$ cat src/lprt_pkg.sv
`default_nettype none
package lprt_pkg;

    // Line store geometry.
    localparam int MAX_WIDTH = 4096;
    localparam int COL_W     = $clog2(MAX_WIDTH);
    localparam int MAX_ROWS  = 4096;
    localparam int ROW_W     = $clog2(MAX_ROWS);

    // Configuration registers are 13 bits wide.
    localparam int REG_W     = 13;
    localparam int CFG_IDX_W = 4;

    localparam logic [CFG_IDX_W-1:0] CFG_IMAGE_WIDTH  = CFG_IDX_W'(0);
    localparam logic [CFG_IDX_W-1:0] CFG_IMAGE_HEIGHT = CFG_IDX_W'(1);

    localparam logic [REG_W-1:0] REG_ONE      = REG_W'(1);
    localparam logic [REG_W-1:0] WIDTH_LIMIT  = REG_W'(MAX_WIDTH);
    localparam logic [REG_W-1:0] HEIGHT_LIMIT = REG_W'(MAX_ROWS);

    // One pixel in the color-transformed domain (red and blue minus green).
    typedef struct packed {
        logic [7:0] red;
        logic [7:0] green;
        logic [7:0] blue;
    } pixel_t;

    localparam int PIXEL_W = $bits(pixel_t);

    // Input word.
    typedef struct packed {
        logic [7:0] red;
        logic [7:0] green;
        logic [7:0] blue;
    } in_word_t;

    // Result word.
    typedef struct packed {
        logic [7:0] residual_alpha;
        logic [7:0] residual_red;
        logic [7:0] residual_green;
        logic [7:0] residual_blue;
        logic       row_end;
        logic       image_end;
    } out_word_t;

    // Position of the current pixel as seen by the predictor.
    typedef struct packed {
        logic first_row;
        logic first_col;
    } pos_t;

endpackage
`default_nettype wire

$ cat src/lprt_predict.sv
`default_nettype none
module lprt_predict (
    input  wire lprt_pkg::pixel_t cur,
    input  wire lprt_pkg::pixel_t left,
    input  wire lprt_pkg::pixel_t top,
    input  wire lprt_pkg::pixel_t upper_left,
    input  wire lprt_pkg::pos_t   pos,
    output lprt_pkg::pixel_t      residual
);
    import lprt_pkg::*;

    // Clamp of left + top - top_left to 0..255 on one channel.
    function automatic logic [7:0] clamp_chan(input logic [7:0] l,
                                              input logic [7:0] t,
                                              input logic [7:0] tl);
        logic [9:0] v;
        begin
            v = {2'b00, l} + {2'b00, t} - {2'b00, tl};
            if (v[9])
            begin
                clamp_chan = 8'h00;
            end
            else if (v[8])
            begin
                clamp_chan = 8'hFF;
            end
            else
            begin
                clamp_chan = v[7:0];
            end
        end
    endfunction

    pixel_t pred;

    always_comb
    begin
        if (pos.first_row)
        begin
            pred = pos.first_col ? '0 : left;
        end
        else if (pos.first_col)
        begin
            pred = top;
        end
        else
        begin
            pred.red   = clamp_chan(left.red,   top.red,   upper_left.red);
            pred.green = clamp_chan(left.green, top.green, upper_left.green);
            pred.blue  = clamp_chan(left.blue,  top.blue,  upper_left.blue);
        end
    end

    assign residual.red   = cur.red   - pred.red;
    assign residual.green = cur.green - pred.green;
    assign residual.blue  = cur.blue  - pred.blue;

endmodule
`default_nettype wire

$ cat config.mk
export PLATFORM = sky130hd
export DESIGN_NAME = lprt_predict
export DESIGN_NICKNAME = d
export VERILOG_FILES = /design/src/lprt_pkg.sv /design/src/lprt_predict.sv
export SDC_FILE = /design/constraint.sdc
export NUM_CORES = 1
export LEC_CHECK = 0
export BUFFER_PORTS_ARGS = -buffer_cell sky130_fd_sc_hd__buf_2
export CORE_UTILIZATION = 48
export DETAILED_ROUTE_END_ITERATION = 6
export PLACE_DENSITY_LB_ADDON = 0.25
export REMOVE_ABC_BUFFERS = 1
export SLEW_MARGIN = 5
export SYNTH_ARGS = -nofsm -noshare
export SYNTH_HDL_FRONTEND = slang
export SYNTH_SLANG_ARGS = --single-unit
$ cat constraint.sdc
create_clock -name vclk -period 3.9
set_clock_uncertainty 0.2 [all_clocks]
set_input_delay 0.195 -clock vclk [all_inputs]
set_output_delay 0.195 -clock vclk [all_outputs]
set_load 0.1 [all_outputs]
==> results.sh, run 1 <==
export IMPL_status="aborted with a tool error"
export IMPL_stop_stage="global routing"
export IMPL_tool_error="[ERROR GRT-0232] Routing congestion too high. Check the congestion heatmap in the GUI."
export IMPL_place_area_um2=5170
export IMPL_place_hpwl_um=9280
export IMPL_grt_max_degree=27
export IMPL_pre_cts_slack_ps=-997
export IMPL_yosysWarnings=0
export IMPL_gp_congestion=0.906
export IMPL_ioPinCount=122
export IMPL_die_h_um=84.3
export IMPL_gr_usage_all_layers_pct=93.5
export IMPL_cts_hold_buf=0
export IMPL_worstEpCategory="primary output"
export IMPL_ys_seq_area_share_pct=0
export IMPL_postGrtWorstEndpoint="residual[22]"
export IMPL_synthCells=444
export IMPL_io_buffer_count=122
export IMPL_synth_area_per_cell_um2=7.32
export IMPL_rows=29
export IMPL_synth_area_um2=3250
export IMPL_overflow=602
export IMPL_initial_core_util_pct=50.3
export IMPL_fp_dieW_um=84.3
export IMPL_ys_types=54
[per-layer routing]
layer / overflow / GRT usage (%)
met1: 1 / 84.9
met2: 499 / 134
met3: 1 / 58.1
met4: 101 / 106
met5: 0 / 6.29
[synth_stat cells, types with 2 or more instances]
| cell type | n | area, um2 |
|---|---|---|
| nor2b_1 | 13 | 81.3 |
| o21bai_1 | 3 | 22.5 |
| a21boi_0 | 5 | 37.5 |
| a222oi_1 | 7 | 70.1 |
| a21o_1 | 8 | 60.1 |
| nand2b_1 | 9 | 56.3 |
| nor3b_1 | 2 | 15.0 |
| nor2_1 | 20 | 75.1 |
| or2_2 | 3 | 18.8 |
| a21boi_1 | 2 | 15.0 |
| fa_1 | 27 | 541 |
| nor4_1 | 3 | 18.8 |
| a2bb2oi_1 | 4 | 35.0 |
| or3_1 | 2 | 12.5 |
| xnor2_2 | 2 | 32.5 |
| ha_1 | 48 | 601 |
| nand2_1 | 21 | 78.8 |
| inv_1 | 108 | 405 |
| a22oi_1 | 4 | 30.0 |
| a221o_1 | 3 | 30.0 |
| a211oi_1 | 8 | 60.1 |
| nor3_1 | 6 | 30.0 |
| o21a_1 | 4 | 30.0 |
| o211ai_1 | 2 | 15.0 |
| clkbuf_1 | 7 | 26.3 |
| o21ai_0 | 35 | 175 |
| a21oi_1 | 25 | 125 |
| xor2_1 | 12 | 105 |
| nand3_1 | 5 | 25.0 |
| o21ai_1 | 2 | 10.0 |
| a221oi_1 | 3 | 26.3 |
| xnor2_1 | 19 | 166 |
[stage by stage]
stage               utilization, %  instances
detailed placement            80.0        752
CTS                           91.7        774
global placement              80.0        752
floorplan                        -        435
[cell families after synthesis]
kind of cell	count (synthesis)	share of synthesized area, %
AO/OA/AOI/OAI	128	27.6
XOR/XNOR	33	9.36
adder cells (fa/ha/maj)	76	35.4
buffers and inverters	118	13.7
multiplexers	1	0.308
AND/OR/NAND/NOR	88	13.6
[what timing repair did]
item | 4_1_cts
gates resized for setup | 133
setup endpoints to repair | 21
hold endpoints to repair | 0
setup buffers | 27
pin swaps | 89
==> inputs of run 2 (changes only) <==
- CORE_UTILIZATION: 48 -> 40
- PLACE_DENSITY_LB_ADDON: 0.25 -> 0.15
- clock period: 3.9 -> 5.1 ns (I/O delays scaled with it)
==> run 2 against run 1 <==
Effect of this change: the flow now finishes without violations; synthesized cell count is the same; area after synthesis is the same.
==> results.sh, run 2 <==
export IMPL_yosys_area_top_type="ha_1"
export IMPL_ys_types=54
export IMPL_sw_frac_of_total_pct=64.4
export IMPL_p_leak_uw=0.00234
export IMPL_vdd_ir_drop_max_v=0.000471
export IMPL_busiest_layer="met2"
export IMPL_place_hpwl_um=7720
export IMPL_final_nets=744
export IMPL_cp_start_kind="primary input"
export IMPL_setup_violations=0
export IMPL_crit_start="top[9]"
export IMPL_cts_hold_buf=0
export IMPL_yosysTopAreaCellShare_pct=18.5
export IMPL_hold_viol_final=0
export IMPL_p_sw_uw=979
export IMPL_grt_pass1_vias=3376
export IMPL_cp_slowest_stage_delay_ps=510
export IMPL_maxSlewViolCount=0
export IMPL_maxCapViolCount=0
export IMPL_gp_congestion=0.881
export IMPL_viasPerCell=5.19
export IMPL_critPathArrivalTime_ps=4430
export IMPL_routedWlPerCell_um=13.6
export IMPL_synth_area_um2=3250
export IMPL_overflow=0
export IMPL_required_ps=4640
export IMPL_layout_common_cells="buf_2 (112), inv_1 (108), ha_1 (46)"
export IMPL_crit_chain="buf_2 > inv_1 > fa_1 > fa_1 > and2b_1 > o211ai_1 > a21boi_2 > o41ai_4 > xnor2_2 > a21oi_1 > a221o_1 > ha_1 > fa_1 > nor2b_1 > o21ai_0 > nand2b_1 > a21o_1 > a21oi_1 > xnor2_1 > buf_12"
export IMPL_synth_compound_area_share_pct=27.6
export IMPL_seq_cells=0
export IMPL_postLayoutCellArea_um2=4310
export IMPL_initial_core_util_pct=41.6
export IMPL_slowest_stage="fa_1"
export IMPL_ys_seq_area_share_pct=0
export IMPL_seq_area_um2=0
export IMPL_power_frac_seq_pct=0
export IMPL_yosysWarnings=0
export IMPL_p_per_area_nw_per_um2=353
export IMPL_rows=32
export IMPL_status="finished, final reports clean"
export IMPL_antenna_cells=0
export IMPL_drive_above_1_share_pct=28.1
export IMPL_tightest_slew_ps=555
export IMPL_dieArea_um2=8480
export IMPL_final_core_util_pct=55.2
export IMPL_grt_use_met3_pct=1.82
export IMPL_drtPass1Iterations=5
export IMPL_synthCells=444
export IMPL_slew_headroom_pct=63.0
export IMPL_drt_iter0_drc=169
export IMPL_ioPinCount=122
export IMPL_synth_simple_area_share_pct=13.6
export IMPL_combPwrFrac_pct=100.0
export IMPL_grt_max_degree=27
export IMPL_fin_crit_sh_pct=95.7
export IMPL_p_int_uw=541
export IMPL_yosys_top_cells_area="ha_1 (18%), fa_1 (17%), inv_1 (12%), o21ai_0 (5.4%), xnor2_1 (5.1%)"
export IMPL_synth_top_family_by_area="adder cells"
export IMPL_fin_cells=671
export IMPL_antenna_found_initial=0
export IMPL_clkbuf_count=0
export IMPL_die_h_um=92.1
export IMPL_io_buffer_count=122
export IMPL_synth_fa_ha_area_share_pct=35.4
export IMPL_layout_commonest_cell="buf_2"
export IMPL_yosys_area_share_xor_xnor_pct=9.36
export IMPL_grt_first_pass_wirelength_um=14900
export IMPL_antenna_left=0
export IMPL_wirelength_um=9150
export IMPL_cp_max_fo=4
export IMPL_fp_dieW_um=92.1
export IMPL_gr_usage_all_layers_pct=20.9
export IMPL_crit_end="residual[14]"
export IMPL_post_synth_top_count_cell="inv_1"
export IMPL_endpoint_kind="primary output"
export IMPL_drcViolationCount=0
export IMPL_place_inst=666
export IMPL_num_vias=3481
export IMPL_worstHoldPathType="in -> out"
export IMPL_worstSetupPathType="in -> out"
export IMPL_period_minus_slack_ps=4880
export IMPL_max_freq_mhz=205
export IMPL_synth_area_per_cell_um2=7.32
export IMPL_clkPwrFrac_pct=0
export IMPL_synthTopCellsByCount="inv_1 (108), ha_1 (48), o21ai_0 (35)"
export IMPL_synth_mux_area_share_pct=0.308
export IMPL_coreArea_um2=7810
export IMPL_place_area_um2=4150
export IMPL_grt_use_met1_pct=28.4
export IMPL_grtUsageMet2_pct=37.9
export IMPL_area_growth_pct=32.8
export IMPL_crit_path_frequent_cell="fa_1"
export IMPL_fin_total_pwr_uw=1520
-- run 2: cell counts after synthesis --
Identical to the previous run, type by type.
-- run 2: power groups by stage --
stage	registers [uW]	clock network [uW]	logic (uW)
after CTS	0	0	1440
after global routing	0	0	1620
after detailed placement	0	0	1440
after global placement	0	0	1430
after floorplan	0	0	1050
final	0	0	1520
-- run 2: worst min path at each step --
stage	end	slack, ps	start	cells after the start
after floorplan	residual[16]	810	cur[16]	3
after global placement	residual[15]	790	cur[15]	4
after detailed placement	residual[23]	800	cur[23]	4
after CTS	residual[23]	800	cur[23]	4
after global routing	residual[7]	820	cur[7]	4
final	residual[7]	800	cur[7]	4
-- run 2: logic make-up (layout without fill, tap and decap cells) --
family / count (synthesis) / in the layout
AO/OA/AOI/OAI: 128 / 128
buffers and inverters: 118 / 243
AND/OR/NAND/NOR: 88 / 88
adder cells (fa/ha/maj): 76 / 76
XOR/XNOR: 33 / 33
multiplexers: 1 / 1
-- run 2: metrics by stage --
step	hold WS, ps	worst slack [ps]	TNS, ps
6_report	798	217	0
5_1_grt	816	-59.8	-137
4_1_cts	800	37.2	0
3_5_place_dp	798	-43.9	-43.9
3_3_place_gp	791	-0.0377	-0.0377
2_1_floorplan	814	-440	-3190
-- run 2: layout make-up --
cell class                 instances  area [um2]
fill                             771        3490
multi-input combinational        326        2900
timing repair buffer             134         876
inverter                         109         409
tap                              102         128
-- run 2: per-layer routing --
layer	share of wire [%]	wire, um
met1	44	4070
met2	48	4420
met3	7.0	640
met4	0.34	31
met5	0	0
-- run 2: repair_timing --
item,in CTS,in global routing
gates cloned,0,0
buffers inserted,0,5
pin swaps,0,16
gates resized for setup,1,26
endpoints found under the setup margin,1,9
-- run 2: worst max-delay path, delay by kind of cell --
| kind | cells | cell delay, ps |
|---|---|---|
| buffers and inverters | 3 | 380 |
| adders and majority gates | 4 | 1570 |
| and+or+nand+nor | 3 | 490 |
| AOI/OAI and AO/OA | 8 | 1220 |
| xor gates and xnor gates | 2 | 510 |
Note: power is estimated with default switching activity, not from simulation.
==> inputs of run 3 (changes only) <==
- MAX_ROUTING_LAYER: not set -> met4
- SETUP_SLACK_MARGIN: not set -> 0.3
==> run 3 against run 2 <==
Effect of this change: sequential share of layout area did not move; critical path depth rose by 1; combinational power rose by 7%; first-iteration DRC count fell by 21%; worst setup slack improved by 220 ps; via count rose by 0.89%; utilization rose by 3.7 points; hold slack got worse by 0.67 ps; global-route usage rose by 0.39 points; wire length rose by 2.6%; clock-buffer cell count did not move; sequential cell count did not move; critical endpoint unchanged; largest power group unchanged.
==> results.sh, run 3 (synthesized netlist as in run 2, its figures left out) <==
export IMPL_cp_max_fo=5
export IMPL_setup_violations=0
export IMPL_num_vias=3512
export IMPL_seq_cells=0
export IMPL_die_h_um=92.1
export IMPL_fin_total_pwr_uw=1620
export IMPL_finalSetupTns_ps=0
export IMPL_wirelength_um=9390
export IMPL_rsz0062_at_grt="true"
export IMPL_tightest_slew_ps=559
export IMPL_final_nets=754
export IMPL_place_area_um2=4170
export IMPL_rows=32
export IMPL_grt_pass1_vias=3411
export IMPL_antenna_left=0
export IMPL_endpoint_kind="primary output"
export IMPL_p_per_area_nw_per_um2=351
export IMPL_seq_area_um2=0
export IMPL_cts_hold_buf=0
export IMPL_layout_common_cells="buf_2 (108), inv_1 (102), ha_1 (36)"
export IMPL_grt_max_degree=27
export IMPL_p_leak_uw=0.00240
export IMPL_ioPinCount=122
export IMPL_drtPass1Iterations=7
export IMPL_fin_cells=681
export IMPL_drcViolationCount=0
export IMPL_dieArea_um2=8480
export IMPL_worstSetupPathType="in -> out"
export IMPL_fill_cells=745
export IMPL_required_ps=4640
export IMPL_worstHoldPathType="in -> out"
export IMPL_routedWlPerCell_um=13.8
export IMPL_maxSlewViolCount=0
export IMPL_hold_depth=4
export IMPL_status="finished, final reports clean"
export IMPL_maxCapViolCount=0
export IMPL_min_to="residual[7]"
export IMPL_grt_first_pass_wirelength_um=14800
export IMPL_place_inst=668
export IMPL_initial_core_util_pct=41.6
export IMPL_viasPerCell=5.16
export IMPL_coreArea_um2=7810
export IMPL_hp_start="cur[7]"
export IMPL_area_growth_pct=41.6
export IMPL_cp_start_kind="primary input"
export IMPL_antenna_found_initial=0
export IMPL_io_buffer_count=122
export IMPL_drt_iter0_drc=134
export IMPL_fp_dieW_um=92.1
export IMPL_place_hpwl_um=7670
export IMPL_critPathArrivalTime_ps=4210
export IMPL_gr_usage_all_layers_pct=21.3
export IMPL_clkbuf_count=0
export IMPL_max_freq_mhz=214
export IMPL_gp_congestion=0.906
export IMPL_period_minus_slack_ps=4660
export IMPL_overflow=0
export IMPL_layout_commonest_cell="buf_2"
export IMPL_postLayoutCellArea_um2=4600
export IMPL_vdd_ir_drop_max_v=0.000468
export IMPL_slew_headroom_pct=62.7
export IMPL_drive_above_1_share_pct=37.3
export IMPL_fin_crit_sh_pct=91.4
export IMPL_antenna_cells=0
export IMPL_hold_viol_final=0
==> run 3: cell count changes in the layout (fill, tap and decap cells not counted), moves of 6 or more <==
cell / delta
inv_1: -6
a21oi_1: -9
buf_4: +10
ha_1: -10
o21ai_0: -8
a21oi_2: +9
inv_2: +6
==> run 3: power breakdown <==
group,leakage [uW],total [uW],switching (uW),internal (uW)
Clock,0,0,0,0
Sequential,0,0,0,0
Combinational,0.00240,1620,1010,601
Total,0.00240,1620,1010,601
==> run 3: per-stage QoR <==
step           setup slack (ps)  hold WS (ps)  utilization, %
3_5_place_dp               26.2           797            53.4
3_3_place_gp               89.6           791            53.4
2_1_floorplan              -440           814               -
6_report                    438           797            58.9
5_1_grt                     195           823            58.9
4_1_cts                     259           802            53.7
==> run 3: per-layer routing <==
metal,wire (um),up-vias,track usage (%)
met5,0,-,-
met1,4280,1628,28.7
met2,4630,118,37.3
li1,-,1762,-
met4,26,0,1.04
met3,453,4,0.995
==> run 3: final cells by class <==
type               instances  area, um2  area share [%]
multi-input cells        326       3090            67.2
well taps                102        128            2.77
repair buffers           144        972            21.1
inverters                109        409            8.89
==> run 3: timing repair <==
item,CTS,global route
endpoints found under the setup margin,7,12
gates resized for setup,7,84
pin swaps,1,50
buffers inserted,1,12
==> run 3: critical path, stage by stage <==
cell and delay (ps):
buf_2 90, inv_1 50, fa_1 530, inv_1 40, ha_1 360, a21oi_2 220
a21boi_2 90, o41ai_2 390, xnor2_2 210, buf_4 160, a21oi_2 50, a221o_1 270
ha_2 200, fa_2 360, nor2b_2 120, o21ai_1 60, nand2b_1 110, a21o_1 150
a21oi_2 70, xnor2_2 210, buf_12 200
==> run 3: how the worst max path moves through the flow <==
stage          depth (start not counted)            from  slack (ps)           end
6_report                              21         top[12]         440  residual[14]
5_1_grt                               19  upper_left[10]         190  residual[15]
4_1_cts                               21         top[17]         260  residual[23]
3_5_place_dp                          21         top[17]          30  residual[23]
3_3_place_gp                          21         top[17]          90  residual[23]
2_1_floorplan                         18          top[9]        -440  residual[15]
==> inputs of run 4 (changes only) <==
- CORE_MARGIN: not set -> 3
- clock period: 5.1 -> 5.9 ns (I/O delays scaled with it)
==> run 4 against run 3 <==
Effect of this change: largest cell class unchanged; cell area fell by 13%; via count shrank 3.5%; combinational power is 31% lower; sequential share of layout area unchanged; worst setup slack better by 160 ps; highest routed layer unchanged; critical path depth stayed put; clock-buffer cell count stayed put; critical endpoint is now residual[23].
==> results.sh, run 4 (synthesized netlist as in run 2, its figures left out) <==
export IMPL_status="finished, final reports clean"
export IMPL_die_h_um=96.1
export IMPL_cp_start_kind="primary input"
export IMPL_worst_slack_ps=596
export IMPL_required_ps=5410
export IMPL_sw_frac_of_total_pct=71.7
export IMPL_wirelength_um=8620
export IMPL_drive_above_1_share_pct=24.8
export IMPL_grt_first_pass_wirelength_um=13900
export IMPL_drt_iter0_drc=117
export IMPL_cts_hold_buf=0
export IMPL_worstSetupPathType="in -> out"
export IMPL_seq_cells=0
export IMPL_setup_violations=0
export IMPL_layout_common_cells="buf_2 (119), inv_1 (108), ha_1 (48)"
export IMPL_seq_area_um2=0
export IMPL_postLayoutCellArea_um2=3990
export IMPL_fin_crit_sh_pct=89.9
export IMPL_routedWlPerCell_um=13.0
export IMPL_vdd_ir_drop_max_v=0.000318
export IMPL_maxSlewViolCount=0
export IMPL_fill_cells=802
export IMPL_power_frac_seq_pct=0
export IMPL_rows=32
export IMPL_initial_core_util_pct=41.6
export IMPL_critPathArrivalTime_ps=4810
export IMPL_antenna_left=0
export IMPL_grt_pass1_vias=3178
export IMPL_endpoint_kind="primary output"
export IMPL_final_core_util_pct=51.1
export IMPL_tightest_slew_ps=707
export IMPL_area_growth_pct=22.8
export IMPL_io_buffer_count=122
export IMPL_antenna_cells=0
export IMPL_cp_max_fo=5
export IMPL_clkbuf_count=0
export IMPL_cts_resized_gates=0
export IMPL_worstHoldPathType="in -> out"
export IMPL_grt_max_degree=26
export IMPL_coreArea_um2=7810
export IMPL_p_int_uw=318
export IMPL_fp_dieW_um=96.1
export IMPL_gr_usage_all_layers_pct=18.8
export IMPL_gp_congestion=0.941
export IMPL_multi_input_area_um2=2800
export IMPL_viasPerCell=5.11
export IMPL_dieArea_um2=9240
export IMPL_antenna_found_initial=0
export IMPL_clkPwrFrac_pct=0
export IMPL_slew_headroom_pct=52.8
export IMPL_place_area_um2=3980
export IMPL_period_minus_slack_ps=5300
export IMPL_final_nets=736
export IMPL_max_freq_mhz=189
export IMPL_post_cts_buffers=0
export IMPL_finalSetupTns_ps=0
export IMPL_place_hpwl_um=7630
export IMPL_drtPass1Iterations=4
export IMPL_p_per_area_nw_per_um2=282
export IMPL_overflow=0
export IMPL_fin_total_pwr_uw=1120
export IMPL_ioPinCount=122
export IMPL_layout_commonest_cell="buf_2"
export IMPL_drcViolationCount=0
export IMPL_hold_viol_final=0
export IMPL_num_vias=3390
export IMPL_combPwrFrac_pct=100.0
export IMPL_p_sw_uw=806
export IMPL_maxCapViolCount=0
export IMPL_rsz0062_at_grt="true"
export IMPL_pre_cts_slack_ps=536
export IMPL_p_leak_uw=0.00220
run 4: final timing paths:
path | start | to | slack [ps] | cells after the start
worst min-delay path | cur[7] | residual[7] | 940 | 4
worst max-delay path | top[17] | residual[23] | 600 | 21
run 4: layer usage:
metal | GRT usage (%) | vias up | wire length [um]
met3 | 0.391 | 2 | 516
met4 | 0.474 | 0 | 17
met5 | - | - | 0
met1 | 26.9 | 1552 | 4200
li1 | - | 1734 | -
met2 | 31.5 | 102 | 3880
run 4: layout make-up:
cell class | instances | area share [%]
Inverter | 109 | 10.3
Tap cell | 102 | 3.20
Timing Repair Buffer | 126 | 16.2
Multi-Input combinational cell | 326 | 70.3
run 4: critical path: stages:
cell      delay, ps
buf_2           100
inv_1            60
fa_1            590
inv_1            60
ha_1            320
a211oi_2        250
o21bai_1        110
a21oi_1         250
o211a_1         270
nor3_1          130
a21boi_1        190
a221oi_1        290
ha_1            290
nor2b_1         120
o21ai_0         230
a21boi_0        160
o21ai_0         290
a21oi_1         130
xnor2_1         190
xnor2_1         140
clkbuf_4        350
run 4: power by group through the flow:
stage / Combinational, uW / Clock [uW] / Sequential [uW]
after CTS: 1120 / 0 / 0
after global placement: 1110 / 0 / 0
final: 1120 / 0 / 0
after floorplan: 909 / 0 / 0
after detailed placement: 1120 / 0 / 0
after global routing: 1210 / 0 / 0
run 4: stage by stage:
| stage | instances | hold WS (ps) |
|---|---|---|
| 3_3_place_gp | 663 | 939 |
| 5_1_grt | 663 | 978 |
| 2_1_floorplan | 435 | 894 |
| 3_5_place_dp | 663 | 945 |
| 4_1_cts | 663 | 947 |
| 6_report | 663 | 936 |
